File: config.mk
export PLATFORM = sky130hd
export DESIGN_NAME = stk_cell
export DESIGN_NICKNAME = d
export VERILOG_FILES = /design/src/hdl/stk_pkg.sv /design/src/hdl/stk_cell.sv
export SDC_FILE = /design/constraint.sdc
export NUM_CORES = 1
export LEC_CHECK = 0
export BUFFER_PORTS_ARGS = -buffer_cell sky130_fd_sc_hd__buf_2
export CAP_MARGIN = 10
export CORE_MARGIN = 2
export CORE_UTILIZATION = 44
export CTS_CLUSTER_DIAMETER = 30
export DETAILED_ROUTE_END_ITERATION = 7
export GPL_TIMING_DRIVEN = 0
export PLACE_DENSITY_LB_ADDON = 0.12
export SLEW_MARGIN = 40
export SYNTH_ARGS = -nofsm -noshare
export SYNTH_HDL_FRONTEND = slang
export SYNTH_SLANG_ARGS = --single-unit
File: constraint.sdc
create_clock -name clk_i -period 4.29 [get_ports clk_i]
set_input_delay 0.429 -clock clk_i [delete_from_list [all_inputs] [get_ports clk_i]]
set_output_delay 0.429 -clock clk_i [all_outputs]
set_load 0.1 [all_outputs]
File: src/hdl/stk_pkg.sv
// Shared types and constants for the searchable stack.
`timescale 1ns / 1ps

package stk_pkg;

  localparam int unsigned DataW = 32;
  localparam int unsigned KindW = 3;
  localparam int unsigned PosW = 7;
  localparam int unsigned StatW = 2;
  localparam int unsigned OutW = 56;

  localparam logic [PosW-1:0] NoPos = 7'h7F;

  typedef enum logic [KindW-1:0] {
    KIND_PUSH     = 3'd0,
    KIND_POP      = 3'd1,
    KIND_PEEK     = 3'd2,
    KIND_CONTAINS = 3'd3,
    KIND_DELETE   = 3'd4
  } kind_e;

  typedef enum logic [StatW-1:0] {
    ST_OK    = 2'd0,
    ST_FULL  = 2'd1,
    ST_EMPTY = 2'd2
  } status_e;

  typedef enum logic [2:0] {
    CELL_HOLD,
    CELL_PUSH,
    CELL_POP,
    CELL_CMP,
    CELL_SCAN,
    CELL_DEL
  } cell_op_e;

  typedef enum logic [1:0] {
    S_IDLE,
    S_EXEC,
    S_SCAN,
    S_FINISH
  } state_e;

  typedef struct packed {
    logic [DataW-1:0] data_out;
    logic             found;
    logic [PosW-1:0]  position;
    logic [StatW-1:0] status;
    logic [PosW-1:0]  depth_now;
  } result_t;

endpackage

File: src/hdl/stk_cell.sv
// One stack cell: holds a word and a match flag and trades both with its neighbors.
`timescale 1ns / 1ps

module stk_cell #(
  parameter int unsigned IDX = 0,
  parameter int unsigned IW  = 6
) (
  input  logic                    clk_i,
  input  stk_pkg::cell_op_e       op_i,
  input  logic [stk_pkg::DataW-1:0] key_i,
  input  logic [stk_pkg::DataW-1:0] up_data_i,
  input  logic [stk_pkg::DataW-1:0] dn_data_i,
  input  logic                    dn_match_i,
  input  logic [IW-1:0]           del_idx_i,
  output logic [stk_pkg::DataW-1:0] data_o,
  output logic                    match_o
);

  logic [stk_pkg::DataW-1:0] data_q, data_d;
  logic                      match_q, match_d;

  always_comb begin
    data_d  = data_q;
    match_d = match_q;
    case (op_i)
      stk_pkg::CELL_PUSH: data_d = up_data_i;
      stk_pkg::CELL_POP:  data_d = dn_data_i;
      stk_pkg::CELL_CMP:  match_d = (data_q == key_i);
      stk_pkg::CELL_SCAN: match_d = dn_match_i;
      stk_pkg::CELL_DEL: begin
        if (IW'(IDX) >= del_idx_i) begin
          data_d = dn_data_i;
        end
      end
      default: begin
        data_d  = data_q;
        match_d = match_q;
      end
    endcase
  end

  always_ff @(posedge clk_i) begin
    data_q  <= data_d;
    match_q <= match_d;
  end

  assign data_o  = data_q;
  assign match_o = match_q;

endmodule

==> results.yml, run 1 <==
detailed_routing:
  drc: 0
  vias_after_detailed_routing: 1550
  firstDrtPassIters: 4
  via_per_inst: 4.81
  routedWlPerCell_microns: 13.7
  drt_initial_violations: 58
  overall_routed_net_length_microns: 4420
  drt.antenna.violating_nets: 0
placement:
  detailedPlacementHpwl_microns: 3500
  gp_congestion: 0.739
  pre_cts_ws_ps: 1910
  io_buffer_count: 139
cts:
  clock_network_latency_to_the_later_pin_of_the_worst_skew_pair_ps: 280
  h-tree-depth: 2
  post_cts.repair.setup_buffers: 0
  longest_clk_path_bufs: 2
  clock_sink_count: 33
  cts_tree: "built"
  clk_pin_slew_ps: 60
  postCtsHoldBufs: 0
  ctsResizeCount: 0
  cts-buffers-inserted: 5
  ctsRootBufferMaster: "sky130_fd_sc_hd__clkbuf_8"
global_route:
  antenna_found_initial: 0
  grtUsageTotal_pct: 17.9
  grt_start_max_net_pins: 33
  gr-total-overflow: 0
  grt_pass1_vias: 1504
  first_pass_grt_wire_length_microns: 6720
synthesis:
  syn_nets: 231
  syn_inst: 124
  synth.avg_cell_area_sq_um: 15.5
  proportion_of_synthesized_chip_area_in_sequential_cells_pct: 51.5
  ys_ff_latch: 33
  synth.yosys.warnings: 0
  netlist_area_sq_um: 1930
  synth_cell_type_count: 17
layout:
  num_antenna_cells: 0
  layout.cells.most_common: "sky130_fd_sc_hd__buf_2"
  share_of_final_layout_standard_cells_stronger_than_drive_strength_1_pct: 66.7
  nets: 377
  layout_fillers: 353
  sequential_cell_area_sq_um: 991
  final_cell_mix: "sky130_fd_sc_hd__buf_2, sky130_fd_sc_hd__edfxtp_1, sky130_fd_sc_hd__mux2_4"
  area_growth_syn_to_layout_pct: 43.6
  finish.utilization_pct: 64.4
  multiInputGateArea_sq_um: 903
sta:
  setup-tns-final_ps: 0
  postLayoutSetupSlackWorst_ps: 2220
  fmaxAchievable_mhz: 484
  hold_ws_ps: 437
  timing_hold_violations_final: 0
  rsz_0062_raised_after_global_routing: "false"
  slew_violations: 0
  worst_slew_margin_rel_pct: 48.5
  final_period_minus_worst_setup_slack_ps: 2070
  min_period_over_period_pct: 48.2
  tightest_slew_ps: 770
  report.final.setup_viol: 0
  skew_ps: 5.64
power:
  worst_ir_drop_vdd_v: 0.000216
  power.density_nw_per_um2: 367
  static-leakage-power_nw: 1.29
worst_setup_path:
  cp-end-kind: "register"
  worst-setup-path-type: "input port to register"
  cp_data_arrival_time_ps: 1970
  worst_ep_required_ps: 4200
  critical_path_peak_fanout: 32
  kind_of_start_point_of_the_critical_path: "input port"
floorplanning:
  core.rowCount: 24
  initial_utilization_pct: 44.8
  die_w_microns: 70.2
  die_h_microns: 70.2
  ioPinCount: 140
  core_sq_um: 4290
  die_outline_area_sq_um: 4920
job:
  max_cap_violations: 0
status:
  run_status: "finished, final reports clean"
worst_hold_path:
  timing.hold.worst.class: "input port to register"
-- registers in the layout (all words and copies together), names as in the netlist --
signal   count
data_o      32
match_o      1
-- report_power, final --
group	internal (W)	switching (W)
clock network	0.000109	0.000102
registers	0.000393	0.0000182
logic	0.000117	0.000275
total	0.000619	0.000395
-- worst paths after layout --
kind	from	endpoint	slack, ps	cells past startpoint
worst min register to register	data_o[12]	match_o	910	4
worst max register to register	data_o[28]	match_o	2490	5
worst min-delay path	up_data_i[31]	data_o[31]	440	2
worst max-delay path	del_idx_i[5]	data_o[24]	2220	5
-- cells in the mapped netlist --
| master | instances | area [sq um] |
|---|---|---|
| sky130_fd_sc_hd__nand2_2 | 1 | 6.26 |
| sky130_fd_sc_hd__nand2_1 | 4 | 15.0 |
| sky130_fd_sc_hd__mux2_1 | 2 | 22.5 |
| sky130_fd_sc_hd__mux2_4 | 30 | 450 |
| sky130_fd_sc_hd__nor4_1 | 6 | 37.5 |
| sky130_fd_sc_hd__nand4_1 | 4 | 25.0 |
| sky130_fd_sc_hd__buf_6 | 3 | 33.8 |
| sky130_fd_sc_hd__xor2_2 | 1 | 16.3 |
| sky130_fd_sc_hd__xor2_1 | 21 | 184 |
| sky130_fd_sc_hd__nand3b_1 | 2 | 15.0 |
| sky130_fd_sc_hd__nor2_1 | 3 | 11.3 |
| sky130_fd_sc_hd__xnor2_1 | 10 | 87.6 |
| sky130_fd_sc_hd__a32o_1 | 1 | 10.0 |
| sky130_fd_sc_hd__edfxtp_1 | 33 | 991 |
| sky130_fd_sc_hd__o21ai_1 | 1 | 5.00 |
| sky130_fd_sc_hd__or4_1 | 1 | 7.51 |
| sky130_fd_sc_hd__o31ai_1 | 1 | 7.51 |
-- through the flow --
step | cell area, sq um | cells | power, W
2_1_floorplan | 1930 | 124 | 0.000720
3_3_place_gp | 2690 | 315 | 0.000808
3_5_place_dp | 2690 | 315 | 0.000813
4_1_cts | 2770 | 322 | 0.00103
5_1_grt | 2770 | 322 | 0.00106
6_report | 2770 | 322 | 0.00101
-- per-layer routing --
layer	vias up	GRT usage (%)	routed length (microns)
met4	0	5.77	58
met3	6	6.93	425
met2	88	30.3	2210
met1	702	20.8	1730
li1	754	-	-
met5	-	0	0
-- cell families (layout without fill, tap and decap cells) --
kind of cell           Yosys count  in the layout  share of synthesized area [%]
multiplexers                    32             32                           24.6
XOR/XNOR                        32             32                           14.9
AND/OR/NAND/NOR                 21             21                           6.11
buffers and inverters            3            149                           1.75
flip-flops                      33             33                           51.5
AO/OA/AOI/OAI                    3              3                           1.17
-- worst max-delay path: stages --
cell	delay [ps]
sky130_fd_sc_hd__buf_2	90
sky130_fd_sc_hd__or4_1	510
sky130_fd_sc_hd__o31ai_1	230
sky130_fd_sc_hd__nand3b_1	120
sky130_fd_sc_hd__nand2_2	590
-- cell type report --
cell class                      instances  area share, %
Multi-Input combinational cell         88           32.7
Clock inverter                          1          0.136
Tap cell                               52           2.35
Buffer                                  3           1.22
Sequential cell                        33           35.8
Clock buffer                            6           2.62
Timing Repair Buffer                  139           25.2
(Power assumes the default switching activity.)
==> inputs of run 2 (changes only) <==
--- a/config.mk
+++ b/config.mk
@@ -8,7 +8,7 @@
 export BUFFER_PORTS_ARGS = -buffer_cell sky130_fd_sc_hd__buf_2
 export CAP_MARGIN = 10
 export CORE_MARGIN = 2
-export CORE_UTILIZATION = 44
+export CORE_UTILIZATION = 37
 export CTS_CLUSTER_DIAMETER = 30
 export DETAILED_ROUTE_END_ITERATION = 7
 export GPL_TIMING_DRIVEN = 0
==> constraint.sdc (replaced) <==
create_clock -name clk_i -period 1.7 [get_ports clk_i]
set_input_delay 0.17 -clock clk_i [delete_from_list [all_inputs] [get_ports clk_i]]
set_output_delay 0.17 -clock clk_i [all_outputs]
set_load 0.1 [all_outputs]
==> results.yml, run 2 (synthesized netlist as in run 1, its figures left out) <==
cts:
  clk_pin_slew_ps: 60
  postCtsHoldBufs: 0
  h-tree-depth: 2
  cts_tree: "built"
  clock_sink_count: 33
  ctsRootBufferMaster: "sky130_fd_sc_hd__clkbuf_8"
  clock_network_latency_to_the_later_pin_of_the_worst_skew_pair_ps: 280
  longest_clk_path_bufs: 2
  cts-buffers-inserted: 5
sta:
  final_period_minus_worst_setup_slack_ps: 1670
  tightest_slew_ps: 497
  slew_violations: 0
  skew_ps: 2.18
  hold_ws_ps: 174
  timing_hold_violations_final: 0
  worst_slew_margin_rel_pct: 67.1
  report.final.setup_viol: 0
  min_period_over_period_pct: 98.2
  fmaxAchievable_mhz: 599
  rsz_0062_raised_after_global_routing: "true"
  setup-tns-final_ps: 0
global_route:
  first_pass_grt_wire_length_microns: 7490
  grtUsageTotal_pct: 16.6
  grt_start_max_net_pins: 33
  grt_pass1_vias: 1598
  gr-total-overflow: 0
  antenna_found_initial: 0
power:
  power_w: 0.00258
  worst_ir_drop_vdd_v: 0.000522
  power.density_nw_per_um2: 918
  static-leakage-power_nw: 1.30
detailed_routing:
  vias_after_detailed_routing: 1529
  routedWlPerCell_microns: 13.7
  drt.antenna.violating_nets: 0
  drc: 0
  overall_routed_net_length_microns: 4670
  firstDrtPassIters: 4
  via_per_inst: 4.50
  drt_initial_violations: 31
floorplanning:
  die_h_microns: 76.1
  initial_utilization_pct: 37.9
  die_w_microns: 76.1
  core_sq_um: 5070
  core.rowCount: 26
  die_outline_area_sq_um: 5800
  ioPinCount: 140
worst_setup_path:
  worst-setup-path-type: "register to register"
  critical_path_peak_fanout: 2
  worst_ep_required_ps: 1850
  cp-end-kind: "register"
  kind_of_start_point_of_the_critical_path: "register"
  cp_data_arrival_time_ps: 1820
layout:
  layout_fillers: 452
  num_antenna_cells: 0
  share_of_final_layout_standard_cells_stronger_than_drive_strength_1_pct: 67.4
  nets: 377
  area_growth_syn_to_layout_pct: 46.1
  finish.utilization_pct: 55.4
  final_cell_mix: "sky130_fd_sc_hd__buf_2, sky130_fd_sc_hd__edfxtp_1, sky130_fd_sc_hd__mux2_4"
  largest_register_ffs: 32
  layout.cells.most_common: "sky130_fd_sc_hd__buf_2"
worst_hold_path:
  timing.hold.worst.class: "input port to register"
placement:
  detailedPlacementHpwl_microns: 3690
  io_buffer_count: 139
  gp_congestion: 0.786
job:
  max_cap_violations: 0
status:
  run_status: "finished, final reports clean"
## run 2: timing repair
action                     CTS  global route
resized for setup            2             1
buffers inserted             0             0
setup endpoints to repair    1            33
gates cloned                 0             0
pin swaps                    0             1
## run 2: through the flow
| step | instances | area [sq um] | worst slack [ps] |
|---|---|---|---|
| 2_1_floorplan | 124 | 1930 | -195 |
| 3_3_place_gp | 333 | 2720 | -247 |
| 6_report | 340 | 2810 | 29.8 |
| 5_1_grt | 340 | 2810 | -85.0 |
| 4_1_cts | 340 | 2810 | 13.2 |
| 3_5_place_dp | 333 | 2720 | -270 |
## run 2: worst paths after layout
path	start	endpoint	depth (start not counted)	slack (ps)
worst max-delay path	data_o[0]	match_o	5	30
worst min-delay path	up_data_i[31]	data_o[31]	2	170
worst max register to register	data_o[0]	match_o	5	30
worst min register to register	data_o[9]	match_o	4	920
## run 2: cell type report
class	instances	area, sq um	share of cell area [%]
Multi-Input combinational cell	88	930	33.0
Timing Repair Buffer	139	696	24.7
Clock inverter	1	3.75	0.133
Sequential cell	33	991	35.2
Tap cell	70	87.6	3.11
Clock buffer	6	72.6	2.58
Buffer	3	33.8	1.20
## run 2: critical path, cell delays in order (launching register included)
cell	delay (ps)
sky130_fd_sc_hd__edfxtp_1	420
sky130_fd_sc_hd__xor2_1	170
sky130_fd_sc_hd__nor4_2	400
sky130_fd_sc_hd__nand4_1	170
sky130_fd_sc_hd__nor4_2	210
sky130_fd_sc_hd__a32o_1	170
## run 2: where the power goes
group / internal, W / total (W) / switching, W
combinational: 0.000298 / 0.00100 / 0.000706
sequential: 0.000992 / 0.00104 / 0.0000473
clock: 0.000276 / 0.000542 / 0.000266
total: 0.00157 / 0.00258 / 0.00102
## run 2: layer usage
layer	GRT usage (%)	share of wire (%)	vias up
met4	5.09	0.83	0
met1	18.1	40	687
met5	0	0	-
met3	5.92	9.2	5
met2	30.4	50	82
li1	-	-	755
==> inputs of run 3 (changes only) <==
--- a/config.mk
+++ b/config.mk
@@ -5,12 +5,13 @@
 export SDC_FILE = /design/constraint.sdc
 export NUM_CORES = 1
 export LEC_CHECK = 0
-export BUFFER_PORTS_ARGS = -buffer_cell sky130_fd_sc_hd__buf_2
 export CAP_MARGIN = 10
-export CORE_MARGIN = 2
-export CORE_UTILIZATION = 37
+export CORE_ASPECT_RATIO = 0.9
+export CORE_MARGIN = 1.5
+export CORE_UTILIZATION = 55
 export CTS_CLUSTER_DIAMETER = 30
 export DETAILED_ROUTE_END_ITERATION = 7
+export DONT_BUFFER_PORTS = 1
 export GPL_TIMING_DRIVEN = 0
 export PLACE_DENSITY_LB_ADDON = 0.12
 export SLEW_MARGIN = 40
==> results.yml, run 3 (synthesized netlist as in run 1, its figures left out) <==
status:
  run_status: "finished, violations left"
  failing_checks: "setup timing"
power:
  internal-power_w: 0.00184
  static-leakage-power_nw: 1.26
  switching_portion_of_total_power_pct: 38.3
  seqPwrFrac_pct: 36.6
  worst_ir_drop_vdd_v: 0.000623
  power.share.combinational_pct: 44.3
  p_switching_w: 0.00114
  clock_power_share_pct: 19.1
  power.density_nw_per_um2: 946
sta:
  slew_violations: 0
  report.final.setup_viol: 1
  fmaxAchievable_mhz: 573
  min_period_over_period_pct: 103
  rsz_0062_raised_after_global_routing: "true"
  setup-tns-final_ps: -44.5
  worst_slew_margin_rel_pct: 40.1
  postLayoutSetupSlackWorst_ps: -44.5
  skew_ps: 4.19
  tightest_slew_ps: 901
  final_period_minus_worst_setup_slack_ps: 1740
  timing_hold_violations_final: 0
worst_setup_path:
  kind_of_start_point_of_the_critical_path: "register"
  worst_ep_required_ps: 1850
  cp_data_arrival_time_ps: 1900
  worst-setup-path-type: "register to register"
  critical_path_peak_fanout: 2
  cp-end-kind: "register"
placement:
  gp_congestion: 0.644
  detailedPlacementHpwl_microns: 4410
  place_area_sq_um: 2940
  io_buffer_count: 0
  pre_cts_ws_ps: -145
detailed_routing:
  overall_routed_net_length_microns: 6730
  drt.antenna.violating_nets: 0
  routedWlPerCell_microns: 27.3
  drt_initial_violations: 146
  via_per_inst: 5.88
  firstDrtPassIters: 4
  vias_after_detailed_routing: 1447
  drc: 0
floorplanning:
  ioPinCount: 140
  die_h_microns: 59.1
  die_outline_area_sq_um: 3870
  initial_utilization_pct: 57.4
  die_w_microns: 65.4
  core_sq_um: 3350
  core.rowCount: 20
cts:
  clock_sink_count: 33
  cts-buffers-inserted: 5
  ctsRootBufferMaster: "sky130_fd_sc_hd__clkbuf_8"
  clk_pin_slew_ps: 70
  longest_clk_path_bufs: 2
  postCtsHoldBufs: 0
  clock_network_latency_to_the_later_pin_of_the_worst_skew_pair_ps: 280
  h-tree-depth: 2
  cts_tree: "built"
layout:
  num_antenna_cells: 0
  nets: 308
  layout.cells.most_common: "sky130_fd_sc_hd__edfxtp_1"
  share_of_final_layout_standard_cells_stronger_than_drive_strength_1_pct: 48.0
  area_growth_syn_to_layout_pct: 63.9
  largest_register_ffs: 32
  final_cell_mix: "sky130_fd_sc_hd__edfxtp_1, sky130_fd_sc_hd__mux2_4, sky130_fd_sc_hd__buf_16"
  final_area_sq_um: 3160
global_route:
  grt_pass1_vias: 1667
  first_pass_grt_wire_length_microns: 9010
  gr-total-overflow: 0
  grt_start_max_net_pins: 33
  grtUsageTotal_pct: 33.8
  antenna_found_initial: 0
worst_hold_path:
  timing.hold.worst.class: "input port to register"
job:
  max_cap_violations: 0
==> run 3: area by class of cell <==
type,instances,area [sq um]
Tap cell,44,55.1
Clock inverter,3,12.5
Multi-Input combinational cell,88,945
Clock buffer,5,68.8
Fill cell,84,196
Timing Repair Buffer,70,1050
Buffer,3,33.8
Sequential cell,33,991
==> run 3: critical path, stage by stage (launching register included) <==
cell and delay (ps):
sky130_fd_sc_hd__edfxtp_1 450, sky130_fd_sc_hd__xor2_1 180, sky130_fd_sc_hd__nor4_1 350, sky130_fd_sc_hd__nand4_1 180
sky130_fd_sc_hd__nor4_2 300, sky130_fd_sc_hd__a32o_2 160
==> run 3: power groups by stage <==
| stage | clock (W) | combinational, W | sequential [W] |
|---|---|---|---|
| 2_1_floorplan | 0 | 0.000240 | 0.00158 |
| 3_3_place_gp | 0 | 0.000269 | 0.00159 |
| 3_5_place_dp | 0 | 0.00122 | 0.00113 |
| 4_1_cts | 0.000571 | 0.00128 | 0.00109 |
| 5_1_grt | 0.000602 | 0.00135 | 0.00110 |
| 6_report | 0.000570 | 0.00132 | 0.00109 |
==> run 3: through the flow <==
step	utilization [%]	hold WS, ps	total power [W]	std cells
global route	94.1	88.7	0.00305	246
floorplan	-	371	0.00182	124
global placement	59.3	374	0.00186	168
CTS	92.6	93.1	0.00294	245
detailed placement	87.6	383	0.00234	228
finish	94.1	100	0.00299	246
==> run 3: layer usage <==
metal  track usage (%)  vias to the layer above  wire length, microns
met5                 0                        -                     0
met4              14.3                        0                   297
met3              12.0                       26                   592
met2              65.3                      122                  3700
met1              32.3                      679                  2140
li1                  -                      620                     -
==> run 3: path summary, 6_finish.rpt <==
path | startpoint | end | slack (ps) | depth (start not counted)
setup / recovery | data_o[21] | match_o | -40 | 5
setup reg to reg | data_o[21] | match_o | -40 | 5
hold reg to reg | data_o[1] | match_o | 1140 | 4
hold / removal | dn_data_i[0] | data_o[0] | 100 | 1
==> run 3: repair_timing <==
item / 4_1_cts / 5_1_grt
setup buffers: 9 / 8
gates resized for setup: 3 / 3
endpoints found under the setup margin: 1 / 1
pin swaps: 1 / 6
